<file path="src/hdl/avr_pkg.sv">
// Shared types, constants and the arctangent table for the axis-angle view rotation.
// Depends on nothing; the CORDIC cell, the matrix and the top level use it by scoped names.
`timescale 1ns / 1ps

package avr_pkg;

   // CORDIC datapath widths (Q3.30 for x and y, residual angle in Q2.30)
   localparam int CW = 34;
   localparam int ZW = 33;

   // Angle fold points in Q3.13 and CORDIC start gain in Q3.30
   localparam logic signed [16:0] PI_Q13      = 17'sd25736;
   localparam logic signed [16:0] HALF_PI_Q13 = 17'sd12868;
   localparam logic signed [CW-1:0] GAIN_Q30  = 34'sd652032874;
   localparam logic signed [35:0] ONE_Q30     = 36'sd1073741824;

   typedef logic signed [CW-1:0] cw_type;
   typedef logic signed [ZW-1:0] zw_type;

   // Payload that travels beside the CORDIC along the chain
   typedef struct packed {
      logic signed [32:0] dx;
      logic signed [32:0] dy;
      logic signed [32:0] dz;
      logic signed [31:0] ex;
      logic signed [31:0] ey;
      logic signed [31:0] ez;
      logic signed [15:0] ax;
      logic signed [15:0] ay;
      logic signed [15:0] az;
      logic signed [31:0] pxx;
      logic signed [31:0] pxy;
      logic signed [31:0] pxz;
      logic signed [31:0] pyy;
      logic signed [31:0] pyz;
      logic signed [31:0] pzz;
      logic               neg;
   } item_type;

   // Arctangent of 2^-i in Q2.30
   function automatic logic [29:0] atan_q30(input int unsigned idx);
      logic [29:0] v;
      case (idx)
         0:  v = 30'd843314857;
         1:  v = 30'd497837829;
         2:  v = 30'd263043837;
         3:  v = 30'd133525159;
         4:  v = 30'd67021687;
         5:  v = 30'd33543516;
         6:  v = 30'd16775851;
         7:  v = 30'd8388437;
         8:  v = 30'd4194283;
         9:  v = 30'd2097149;
         10: v = 30'd1048576;
         11: v = 30'd524288;
         12: v = 30'd262144;
         13: v = 30'd131072;
         14: v = 30'd65536;
         15: v = 30'd32768;
         16: v = 30'd16384;
         17: v = 30'd8192;
         18: v = 30'd4096;
         19: v = 30'd2048;
         20: v = 30'd1024;
         21: v = 30'd512;
         22: v = 30'd256;
         23: v = 30'd128;
         default: v = 30'd0;
      endcase
      return v;
   endfunction

endpackage

</file>
<file path="src/hdl/avr_cordic_cell.sv">
// One rotation-mode CORDIC micro-rotation with its passenger payload.
// Depends on avr_pkg.
`timescale 1ns / 1ps

module avr_cordic_cell #(
   parameter int STEP = 0
) (
   input  logic              clock,
   input  logic              reset,
   input  logic              valid_i,
   input  avr_pkg::cw_type   x_i,
   input  avr_pkg::cw_type   y_i,
   input  avr_pkg::zw_type   z_i,
   input  avr_pkg::item_type item_i,
   output logic              valid_o,
   output avr_pkg::cw_type   x_o,
   output avr_pkg::cw_type   y_o,
   output avr_pkg::zw_type   z_o,
   output avr_pkg::item_type item_o
);

   localparam logic signed [avr_pkg::ZW-1:0] ATAN =
      avr_pkg::ZW'($signed({1'b0, avr_pkg::atan_q30(STEP)}));

   logic              valid_ff;
   avr_pkg::cw_type   x_ff, x_in;
   avr_pkg::cw_type   y_ff, y_in;
   avr_pkg::zw_type   z_ff, z_in;
   avr_pkg::item_type item_ff;

   // Rotate towards zero residual angle
   always_comb begin
      if (!z_i[avr_pkg::ZW-1]) begin
         x_in = x_i - (y_i >>> STEP);
         y_in = y_i + (x_i >>> STEP);
         z_in = z_i - ATAN;
      end else begin
         x_in = x_i + (y_i >>> STEP);
         y_in = y_i - (x_i >>> STEP);
         z_in = z_i + ATAN;
      end
   end

   // Hold the valid flag under reset
   always_ff @(posedge clock) begin
      if (reset) begin
         valid_ff <= 1'b0;
      end else begin
         valid_ff <= valid_i;
      end
   end

   // Advance the datapath
   always_ff @(posedge clock) begin
      x_ff    <= x_in;
      y_ff    <= y_in;
      z_ff    <= z_in;
      item_ff <= item_i;
   end

   assign valid_o = valid_ff;
   assign x_o     = x_ff;
   assign y_o     = y_ff;
   assign z_o     = z_ff;
   assign item_o  = item_ff;

endmodule

</file>
<file path="config.mk">
export PLATFORM = sky130hd
export DESIGN_NAME = avr_cordic_cell
export DESIGN_NICKNAME = d
export VERILOG_FILES = /design/src/hdl/avr_pkg.sv /design/src/hdl/avr_cordic_cell.sv
export SDC_FILE = /design/constraint.sdc
export NUM_CORES = 1
export LEC_CHECK = 0
export ABC_AREA = 1
export BUFFER_PORTS_ARGS = -buffer_cell sky130_fd_sc_hd__buf_2
export CORE_AREA = 4 4 423 425
export CTS_CLUSTER_DIAMETER = 50
export DETAILED_ROUTE_END_ITERATION = 10
export DIE_AREA = 0 0 427 429
export PLACE_DENSITY = 0.3
export REMOVE_ABC_BUFFERS = 1
export SLEW_MARGIN = 20
export SYNTH_ARGS = -nofsm -noshare
export SYNTH_HDL_FRONTEND = slang
export SYNTH_SLANG_ARGS = --single-unit
</file>
<file path="constraint.sdc">
create_clock -name clock -period 2.55 [get_ports clock]
set_input_delay 0.1275 -clock clock [delete_from_list [all_inputs] [get_ports clock]]
set_output_delay 0.1275 -clock clock [all_outputs]
set_load 0.01 [all_outputs]
</file>
# Word-level counts from Yosys, hierarchy flattened
# Index checks and enable logic that the tools add are counted.
dict set report word_totals {
  regBits 538
  in_bits 540
  out_inout_bits 538
}
dict set report op_classes {
  addsub 5
  n_mux 3
}
# operator count
set op_table {}
lappend op_table {{$mux 34} 2}
lappend op_table {{$sub 34x34->34} 2}
lappend op_table {{$add 34x34->34} 1}
lappend op_table {{$add 33x31->33 const B} 1}
lappend op_table {{$mux 33} 1}
lappend op_table {{$sub 33x31->33 const B} 1}

# Longest topological paths before layout
# Gate-level depths: netlist of run 1.
dict set report logic_depth {
  ltp_word 2
  ltp_mapped 17
  mapped_depth_nobuf 16
}

# Least setup slack after synthesis of run 1
# OpenSTA, ideal clock, no wires.
dict set report synth_path {
  kind {in2reg}
  startpoint {in z_i[32]}
  endpoint {reg z_ff[21], in the netlist z_o[21]}
  setup_time_ns 0.112
  arrival_time_ns 2.010
  required_time_ns 2.438
  path_slack_ns 0.428
  path_stages 14
  n_path_buf 2
  cell_sequence {clkbuf_1 > inv_2 > buf_2 > ha_1 > a21oi_1 > nand2_1 > nand2_1 > nand2_1 > a21oi_1 > o21ai_0 > nand2_1 > nand2_1 > nand2_1 > nand2_1}
}
dict set report synth_between {
  elab_chain_cells 1
}
# item line
set synth_lines {}
lappend synth_lines {{start, declared} avr_cordic_cell.sv:13} ;# input avr_pkg::zw_type z_i,
lappend synth_lines {{$mux 33} avr_cordic_cell.sv:33} ;# if (!z_i[avr_pkg::ZW-1]) begin
lappend synth_lines {{net z_in[21]} avr_cordic_cell.sv:28} ;# avr_pkg::zw_type z_ff, z_in;
lappend synth_lines {{end signal, assigned} avr_cordic_cell.sv:57} ;# z_ff <= z_in;
lappend synth_lines {{end, declared} avr_cordic_cell.sv:28}
# The timed path passes the listed nets, and every way through them passes these cells.
# A chain may end at the register's enable or synchronous reset.

# Final worst setup path of run 1
dict set report layout_path {
  startpoint {in y_i[0]}
  endpoint {reg y_ff[24], in the netlist y_o[24]}
}
dict set report layout_between {
  elab_chain_cells 2
  word_cells_on_any_way 3
  classes_between {add/sub (2); mux (1)}
}
# item line
set layout_lines {}
lappend layout_lines {{start, declared} avr_cordic_cell.sv:12} ;# input avr_pkg::cw_type y_i,
lappend layout_lines {{$add 34x34->34 or $sub 34x34->34 (tied branches)} {avr_cordic_cell.sv:35, avr_cordic_cell.sv:39}}
lappend layout_lines {{$mux 34 *} avr_cordic_cell.sv:33}
lappend layout_lines {{net y_in[24]} avr_cordic_cell.sv:27} ;# avr_pkg::cw_type y_ff, y_in;
lappend layout_lines {{end signal, assigned} avr_cordic_cell.sv:56} ;# y_ff <= y_in;
lappend layout_lines {{end, declared} avr_cordic_cell.sv:27}
# Mark *: on every way through the listed nets, which the timed path passes. The rest lies on a longest branch.

==> results of run 1 <==
[where the power goes]
part | internal [mW] | total [mW] | switching, mW
Clock | 8.65 | 14.0 | 5.32
Sequential | 9.08 | 9.42 | 0.340
Combinational | 2.26 | 5.80 | 3.53
[final cells by class]
class | count | area share
inverter | 284 | 0.0276
tap | 2340 | 0.0757
antenna | 30 | 0.00194
clock buffer | 118 | 0.0690
multi-input combinational | 1464 | 0.204
timing repair buffer | 1804 | 0.322
sequential | 537 | 0.278
clock inverter | 68 | 0.0221
[how the worst max path moves through the flow]
stage | from | end | slack [ns] | depth (start not counted)
2_1_floorplan | z_i[32] | z_o[21] | 0.25 | 12
3_3_place_gp | x_i[4] | x_o[13] | -0.03 | 10
3_5_place_dp | x_i[22] | x_o[33] | -0.02 | 14
4_1_cts | y_i[0] | y_o[24] | 0.36 | 15
5_1_grt | x_i[1] | x_o[32] | 0.15 | 14
6_report | y_i[0] | y_o[24] | 0.29 | 15
[logic make-up (layout without fill, tap and decap cells)]
kind of cell,after synthesis,after routing
adder cells (fa/ha/maj),135,135
AND/OR/NAND/NOR,964,964
AO/OA/AOI/OAI,320,320
buffers and inverters,330,2274
flip-flops,537,537
multiplexers,1,1
XOR/XNOR,44,44
other,0,30
[routing by layer]
metal,vias up,wire [um],track usage
li1,11241,-,-
met1,11156,65400,0.195
met2,811,98100,0.369
met3,217,8240,0.0319
met4,18,8120,0.0804
met5,-,114,0
[synthesized netlist by cell type (6+ instances only)]
cell,number,area [sq um]
a21oi_1,159,796
buf_2,10,50.1
buf_4,24,180
clkbuf_1,7,26.3
dfxtp_1,537,10800
ha_1,131,1640
inv_1,278,1040
inv_2,6,22.5
nand2_1,522,1960
nand2_2,9,56.3
nand3_1,180,901
nand4_1,21,131
nor2_1,183,687
nor3_1,22,110
o21a_1,8,60.1
o21ai_0,105,526
o21ai_1,9,45.0
o21bai_1,18,135
o22ai_1,7,43.8
xnor2_1,7,61.3
xor2_1,37,324
[per-stage QoR]
step / cells / power, mW / hold slack (ns) / TNS (ns) / utilization
finish: 6645 / 29.2 / 0.0831 / 0 / 0.220
global route: 6631 / 30.5 / 0.0317 / 0 / 0.220
CTS: 6615 / 29.9 / 0.000257 / 0 / 0.220
detailed placement: 5789 / 14.6 / 0.231 / -0.0203 / 0.163
global placement: 5789 / 14.7 / 0.229 / -0.0742 / 0.163
floorplan: 2285 / 11.4 / 0.155 / 0 / -
[registers in the layout, summed over array words and instances (netlist names)]
| name | flops |
|---|---|
| y_o | 34 |
| x_o | 33 |
| item_o | 436 |
| z_o | 33 |
| valid_o | 1 |
==> results.tsv, run 1 <==
stage	metric	value	unit
run_status	status	finished clean	
synthesis	Synth Area in Simple Gates	0.203	
floorplanning	CORE AREA	175000	sq um
clock_tree	setup bufs post-CTS	0	
worst_setup_path	CP Data Required Time	3.12	ns
placement	pre-CTS setup slack	-0.0203	ns
clock_tree	Worst-path clk slew	0.06	ns
cells_and_area	Layout area overhead	93.6	%
synthesis	post-synthesis cell type count	42	
grt	largest net degree at the start of global routing	60	
clock_tree	Clock H-tree levels	3	
placement	Post-DP Area	28700	sq um
floorplanning	Ports	1078	
route	# DRC	0	
timing	Final WS setup	0.293	ns
worst_setup_path	Setup Crit Path Kind	in2reg	
cells_and_area	fillers	19585	
placement	dpl hpwl	156000	um
grt	vias in the first global route	24475	
placement	port bufs	1077	
route	WL/cell	27.1	um
floorplanning	Initial Util	0.114	
timing	minimum clock period	2.26	ns
route	initial drt markers	1109	
synthesis	Synth Area in Adders	0.0861	
route	Via density	3.53	
timing	fin. max-slew vios	0	
timing	period utilisation layout	0.885	
worst_setup_path	critical path endpoint category	register	
worst_setup_path	Critical Path Start Type	input pin	
min_path	WHS Path Cells	2	
clock_tree	post-CTS sizing	0	
clock_tree	CTS max path bufs	3	
synthesis	mux cell area share after synthesis	0.000501	
cells_and_area	fin area	38700	sq um
placement	routability-driven placement congestion ratio	0.885	
cells_and_area	Register Area	10800	sq um
synthesis	Synth Area in Compound Gates	0.0856	
power_and_ir_drop	Pleak	18.6	nW
worst_setup_path	crit-path cells	dlygate4sd3_1, buf_2, inv_1, ha_1, fa_1, o21ai_1, nand2_1, nand2_1, nand2_1, nand2_1, nand2_1, nand2_1, nand2_1, nand3_1, nand2_1	
cells_and_area	fraction of layout instances using a drive strength above 1	0.321	
worst_setup_path	critical path's slowest cell	dlygate4sd3_1	
min_path	Min-Delay Path Class	in2reg	
route	vias	23443	
floorplanning	cell row count	154	
grt	global-route wire length before repair	230000	um
power_and_ir_drop	Worst VDD drop	0.000491	V
synthesis	register bit total from synthesis	537	
floorplanning	die area	183000	sq um
route	WL final	180000	um
min_path	HP Start	item_i[30]	
timing	RSZ-0062 raised after global routing	false	
worst_setup_path	delay-heaviest family, CP	simple AND/OR/NAND/NOR gates	
clock_tree	CTS tree	yes	
timing	FMAX	0.443	GHz
timing	Slew @ Worst Pin	0.796	ns
floorplanning	die extent in y	429	um
cells_and_area	commonest non-fill, non-tap cell in the layout	buf_2	
timing	Slew Limit Headroom	0.469	
clock_tree	Root Buffer	clkbuf_16	
worst_setup_path	max incr delay on CP	0.53	ns
clock_tree	Clock Sinks	537	
synthesis	total number of yosys warnings	0	
synthesis	Top FF cell, synth	dfxtp_1	
worst_setup_path	cell repeated most along the worst path	nand2_1	
clock_tree	Inserted Clock Buffers	99	
cells_and_area	area of the multi-input gates	7870	sq um
timing	endpoints failing hold	0	
clock_tree	CTS Hold Bufs	640	
power_and_ir_drop	PD cells	755	nW/um^2
min_path	Hold Crit Endpoint	item_o[30]	
route	antenna viol nets, final	0	
cells_and_area	fin nets	4865	
synthesis	EDFF count, synth	0	
synthesis	mean area per synthesized cell	8.57	sq um
synthesis	Synth Area in XOR/XNOR	0.0193	
synthesis	main combinational cell family by area after synthesis	simple AND/OR/NAND/NOR gates	
worst_setup_path	worst-path maximum fanout	4	
route	total iterations of the first detailed-routing run	5	
worst_setup_path	CP Data Arrival Time	2.83	ns
job	Max-cap violations	0	
grt	total global-route track usage	0.189	
timing	Final setup viols	0	
floorplanning	Die X	427	um
synthesis	part of the Yosys area used for sequential elements	0.538	
grt	global route total overflow	0	
grt	initial antenna violation count	56	
cells_and_area	most frequent cells in the layout	1,077 x buf_2, 640 x dlygate4sd3_1, 537 x dfxtp_1, 522 x nand2_1, 278 x inv_1	
synthesis	fraction of registers with async set/reset	0	
synthesis	synthesized area	20000	sq um
worst_setup_path	crit path buf inv count	3	
synthesis	cell count after synthesis	2331	
Note: power is estimated with default switching activity, not from simulation.
==> run 2, diff against run 1 <==
==> constraint.sdc (replaced) <==
create_clock -name clock -period 2.55 [get_ports clock]
set_input_delay 0.51 -clock clock [delete_from_list [all_inputs] [get_ports clock]]
set_output_delay 0.51 -clock clock [all_outputs]
set_load 0.01 [all_outputs]
==> run 2 against run 1 <==
Compared with the run above:
- global-route usage barely moved
- setup slack got worse by 0.12 ns
- fmax down 5.1%
- routed wire length down 0.22%
- critical path type unchanged
- critical endpoint is now z_o[22]
- largest cell class unchanged
==> results.tsv, run 2 (synthesized netlist as in run 1, its figures left out) <==
stage	metric	value	unit
cells_and_area	most frequent cells in the layout	1,077 x buf_2, 537 x dfxtp_1, 522 x nand2_1, 437 x dlygate4sd3_1, 420 x buf_4	
clock_tree	CTS tree	yes	
power_and_ir_drop	PD cells	765	nW/um^2
job	Max-cap violations	0	
worst_setup_path	critical path endpoint category	register	
power_and_ir_drop	Seq pwr share	0.313	
floorplanning	Initial Util	0.114	
floorplanning	Die X	427	um
min_path	WHS Path Cells	1	
worst_setup_path	CP Data Required Time	3.10	ns
timing	Final WS setup	0.171	ns
power_and_ir_drop	combinational share of power	0.204	
placement	dpl hpwl	158000	um
placement	routability-driven placement congestion ratio	0.879	
cells_and_area	Final Non-Filler Cells	6819	
min_path	HP Start	item_i[272]	
route	antenna viol nets, final	0	
clock_tree	post-CTS sizing	0	
route	DR WL met3	8090	um
placement	dpl cells	6125	
min_path	Hold Crit Endpoint	item_o[272]	
route	WL final	180000	um
worst_setup_path	CP Data Arrival Time	2.93	ns
cells_and_area	fraction of layout instances using a drive strength above 1	0.388	
clock_tree	Worst-path clk slew	0.05	ns
cells_and_area	commonest non-fill, non-tap cell in the layout	buf_2	
route	Via density	3.46	
floorplanning	die extent in y	429	um
cells_and_area	fin nets	5005	
floorplanning	die area	183000	sq um
cells_and_area	flip-flop count of the largest register after layout	436	
timing	RSZ-0062 raised after global routing	false	
floorplanning	CORE AREA	175000	sq um
timing	period utilisation layout	0.933	
power_and_ir_drop	Pint	20.7	mW
clock_tree	Root Buffer	clkbuf_16	
min_path	Min-Delay Path Class	in2reg	
timing	endpoints failing hold	0	
route	Metal-1 WL	66200	um
timing	minimum clock period	2.38	ns
clock_tree	Inserted Clock Buffers	106	
timing	Final setup viols	0	
worst_setup_path	worst-path maximum fanout	3	
power_and_ir_drop	clock network fraction of design power	0.483	
grt	initial antenna violation count	74	
run_status	status	finished clean	
timing	Slew @ Worst Pin	0.729	ns
route	# DRC	0	
route	initial drt markers	1151	
cells_and_area	Layout area overhead	97.6	%
clock_tree	CTS max path bufs	3	
placement	port bufs	1077	
floorplanning	Ports	1078	
worst_setup_path	critical path's slowest cell	dlygate4sd3_1	
worst_setup_path	Setup Crit Path Kind	in2reg	
grt	total global-route track usage	0.189	
grt	largest net degree at the start of global routing	53	
power_and_ir_drop	Worst VDD drop	0.000476	V
clock_tree	Clock Sinks	537	
worst_setup_path	cell repeated most along the worst path	nand2_1	
grt	global route total overflow	0	
route	met2 WL	97700	um
power_and_ir_drop	Pleak	19.5	nW
worst_setup_path	Critical Path Start Type	input pin	
floorplanning	cell row count	154	
timing	FMAX	0.420	GHz
route	vias	23627	
power_and_ir_drop	NetSw	9.44	mW
timing	Slew Limit Headroom	0.514	
placement	pre-CTS setup slack	-0.382	ns
worst_setup_path	max incr delay on CP	0.53	ns
power_and_ir_drop	fraction of power spent switching nets	0.313	
worst_setup_path	crit-path cells	dlygate4sd3_1, buf_2, inv_1, fa_1, o21ai_1, nand2_1, nand2_1, nand3_1, nand2_1, nand2_1, nand2_1, xor2_1	
grt	global-route wire length before repair	231000	um
clock_tree	setup bufs post-CTS	0	
grt	vias in the first global route	25208	
route	WL/cell	26.3	um
timing	setup TNS	0	ns
route	total iterations of the first detailed-routing run	5	
clock_tree	Clock H-tree levels	3	
route	highest metal used	met5	
timing	fin. max-slew vios	0	
-- run 2: changes by cell type in the layout (fill, tap and decap cells not counted), moves of 3 or more --
cell	previous run	this run
clkinvlp_4	17	9
diode_2	30	64
buf_12	0	3
clkbuf_8	12	7
inv_6	12	16
dlygate4sd3_1	640	437
buf_4	87	420
clkbuf_1	7	11
inv_8	5	9
inv_16	3	0
clkbuf_16	99	107
-- run 2: worst max-delay path by stage --
stage	slack, ns	end	start
after CTS	0.22	z_o[22]	z_i[0]
after floorplan	-0.13	z_o[21]	z_i[32]
after global routing	0.07	z_o[22]	z_i[0]
after global placement	-0.37	z_o[22]	z_i[32]
after detailed placement	-0.38	z_o[22]	z_i[32]
final	0.17	z_o[22]	z_i[0]
-- run 2: worst max-delay path: cells and delay by family --
family | cells | cell delay [ns]
xor gates and xnor gates | 1 | 0.33
buffers and inverters | 3 | 0.71
adders and majority gates | 1 | 0.46
and+or+nand+nor | 6 | 0.64
AOI/OAI and AO/OA | 1 | 0.28
-- run 2: area by class of cell --
type / count / area [sq um]
fillers: 19562 / 136000
flip-flops and latches: 537 / 10800
repair buffers: 1937 / 13000
clock buffers: 125 / 2820
multi-input cells: 1464 / 7870
well taps: 2340 / 2930
clock inverters: 68 / 882
diodes: 64 / 160
inverters: 284 / 1070
-- run 2: stage by stage --
step | hold slack, ns | cell area, sq um | power (mW) | utilization
floorplan | 0.538 | 19700 | 11.4 | -
finish | 0.0996 | 39400 | 30.2 | 0.225
CTS | 0.00244 | 39300 | 30.9 | 0.224
global placement | 0.612 | 31200 | 15.4 | 0.178
detailed placement | 0.614 | 31200 | 15.3 | 0.178
global route | 0.0457 | 39400 | 31.5 | 0.225
-- run 2: repair_timing --
action,4_1_cts,5_1_grt
hold buffers,437,0
endpoints found under the setup margin,0,0
hold endpoints to repair,436,0
-- run 2: power by group through the flow --
stage	clock network, mW	registers (mW)	logic [mW]
finish	14.6	9.43	6.16
global route	15.4	9.49	6.68
CTS	15.1	9.46	6.37
detailed placement	0	9.61	5.68
global placement	0	9.63	5.73
floorplan	0	9.78	1.62
-- run 2: metal layers --
metal / track usage / vias to the layer above
li1: - / 11559
met1: 0.197 / 11071
met2: 0.367 / 743
met3: 0.0334 / 234
met4: 0.0782 / 20
met5: 0 / -
==> run 3, diff against run 2 <==
--- a/config.mk
+++ b/config.mk
@@ -13,7 +13,9 @@
 export DIE_AREA = 0 0 427 429
 export PLACE_DENSITY = 0.3
 export REMOVE_ABC_BUFFERS = 1
+export SETUP_SLACK_MARGIN = 0.2
 export SLEW_MARGIN = 20
 export SYNTH_ARGS = -nofsm -noshare
 export SYNTH_HDL_FRONTEND = slang
 export SYNTH_SLANG_ARGS = --single-unit
+export TNS_END_PERCENT = 20
==> constraint.sdc (replaced) <==
create_clock -name clock -period 2.6 [get_ports clock]
set_input_delay 0.52 -clock clock [delete_from_list [all_inputs] [get_ports clock]]
set_output_delay 0.52 -clock clock [all_outputs]
set_load 0.01 [all_outputs]
==> run 3 against run 2 <==
Compared with the run above:
- core utilization fell by 0.18 points
- hold slack worse by 0.018 ns
- clock power is essentially flat
- sequential cell count unchanged
- via count down 0.90%
- sequential share of layout area up 0.22 points
- setup slack improved by 0.053 ns
- cell area shrank 0.82%
- power fell by 1.5%
- global-route usage decreased by 0.068 points
- combinational power decreased by 3%
==> results.tsv, run 3 (synthesized netlist as in run 1, its figures left out) <==
stage	metric	value	unit
grt	largest net degree at the start of global routing	73	
cells_and_area	Layout area overhead	96.0	%
clock_tree	Worst-path clk slew	0.06	ns
clock_tree	CTS tree	yes	
floorplanning	CORE AREA	175000	sq um
clock_tree	CTS max path bufs	3	
placement	Post-DP Area	30900	sq um
clock_tree	setup bufs post-CTS	0	
cells_and_area	Register Area	10800	sq um
clock_tree	Clock Sinks	537	
route	WL final	179000	um
route	# DRC	0	
placement	pre-CTS setup slack	-0.424	ns
grt	initial antenna violation count	61	
clock_tree	Inserted Clock Buffers	100	
worst_setup_path	Setup Crit Path Kind	in2reg	
timing	RSZ-0062 raised after global routing	true	
grt	total global-route track usage	0.189	
cells_and_area	fillers	19573	
route	vias	23414	
route	antenna viol nets, final	0	
grt	global route total overflow	0	
timing	fin. max-slew vios	0	
timing	minimum clock period	2.38	ns
timing	final hold slack	0.0812	ns
cells_and_area	most frequent cells in the layout	1,077 x buf_2, 537 x dfxtp_1, 522 x nand2_1, 437 x dlygate4sd3_1, 377 x buf_4	
timing	endpoints failing hold	0	
floorplanning	Initial Util	0.114	
timing	Final WS setup	0.224	ns
worst_setup_path	CP Data Arrival Time	3.00	ns
floorplanning	cell row count	154	
cells_and_area	Post-Route Utilization	0.223	
timing	Slew @ Worst Pin	0.931	ns
grt	vias in the first global route	24564	
placement	dpl cells	6081	
run_status	status	finished clean	
worst_setup_path	max incr delay on CP	0.45	ns
placement	routability-driven placement congestion ratio	0.877	
cells_and_area	fin area	39100	sq um
clock_tree	Root Buffer	clkbuf_16	
placement	port bufs	1077	
cells_and_area	fraction of layout instances using a drive strength above 1	0.382	
timing	Final setup viols	0	
floorplanning	die area	183000	sq um
cells_and_area	commonest non-fill, non-tap cell in the layout	buf_2	
cells_and_area	Final Non-Filler Cells	6757	
cells_and_area	area of the multi-input gates	7870	sq um
worst_setup_path	Critical Path Start Type	input pin	
clock_tree	Clock H-tree levels	3	
timing	period utilisation layout	0.914	
grt	global-route wire length before repair	230000	um
floorplanning	Ports	1078	
route	total iterations of the first detailed-routing run	5	
cells_and_area	fin nets	4955	
timing	FMAX	0.421	GHz
floorplanning	die extent in y	429	um
power_and_ir_drop	Pleak	19.3	nW
floorplanning	Die X	427	um
route	initial drt markers	1058	
power_and_ir_drop	PD cells	759	nW/um^2
power_and_ir_drop	Worst VDD drop	0.000482	V
route	WL/cell	26.5	um
worst_setup_path	cell repeated most along the worst path	buf_4	
worst_setup_path	critical path's slowest cell	o21ai_0	
min_path	Min-Delay Path Class	in2reg	
worst_setup_path	crit-path cells	buf_2, inv_1, ha_1, a21oi_1, nand2_1, a21oi_1, o21ai_1, buf_4, buf_4, xor2_1, o21ai_0, buf_4	
worst_setup_path	worst-path maximum fanout	4	
worst_setup_path	critical path endpoint category	register	
power_and_ir_drop	Pwr Total	29.7	mW
job	Max-cap violations	0	
timing	Slew Limit Headroom	0.379	
worst_setup_path	CP Data Required Time	3.23	ns
cells_and_area	flip-flop count of the largest register after layout	436	
placement	dpl hpwl	157000	um
route	Via density	3.47	
timing	setup TNS	0	ns
## run 3: where the power goes
group	internal [mW]	total (mW)	switching [mW]	leakage, nW
Clock	9.22	14.5	5.26	1.79
Sequential	8.90	9.24	0.339	4.53
Combinational	2.47	5.98	3.51	13.0
## run 3: worst paths after layout
kind                        start     endpoint  slack, ns  cells after the start
worst max-delay path       x_i[4]      y_o[13]       0.22                     12
worst min-delay path  item_i[248]  item_o[248]       0.08                      1
## run 3: timing repair
item | 4_1_cts | 5_1_grt
setup endpoints to repair | 0 | 3
gates resized for setup | 0 | 1
hold endpoints to repair | 436 | 0
hold buffers | 437 | 0
## run 3: metal layers
layer  track usage  routed length, um
met5             0                110
met4        0.0741               7000
met3        0.0273               7350
met2         0.370              98600
met1         0.199              66100
## run 3: final cells by class
| cell class | instances | area share |
|---|---|---|
| Antenna cell | 53 | 0.00339 |
| Clock buffer | 122 | 0.0697 |
| Clock inverter | 64 | 0.0260 |
| Inverter | 284 | 0.0272 |
| Multi-Input combinational cell | 1464 | 0.201 |
| Sequential cell | 537 | 0.275 |
| Tap cell | 2340 | 0.0748 |
| Timing Repair Buffer | 1893 | 0.323 |
## run 3: critical path, delay by kind of cell
kind	cells	cell delay, ns
adders and majority gates	1	0.35
buffers and inverters	5	0.63
and+or+nand+nor	1	0.14
xor gates and xnor gates	1	0.13
AOI/OAI and AO/OA	4	1.25
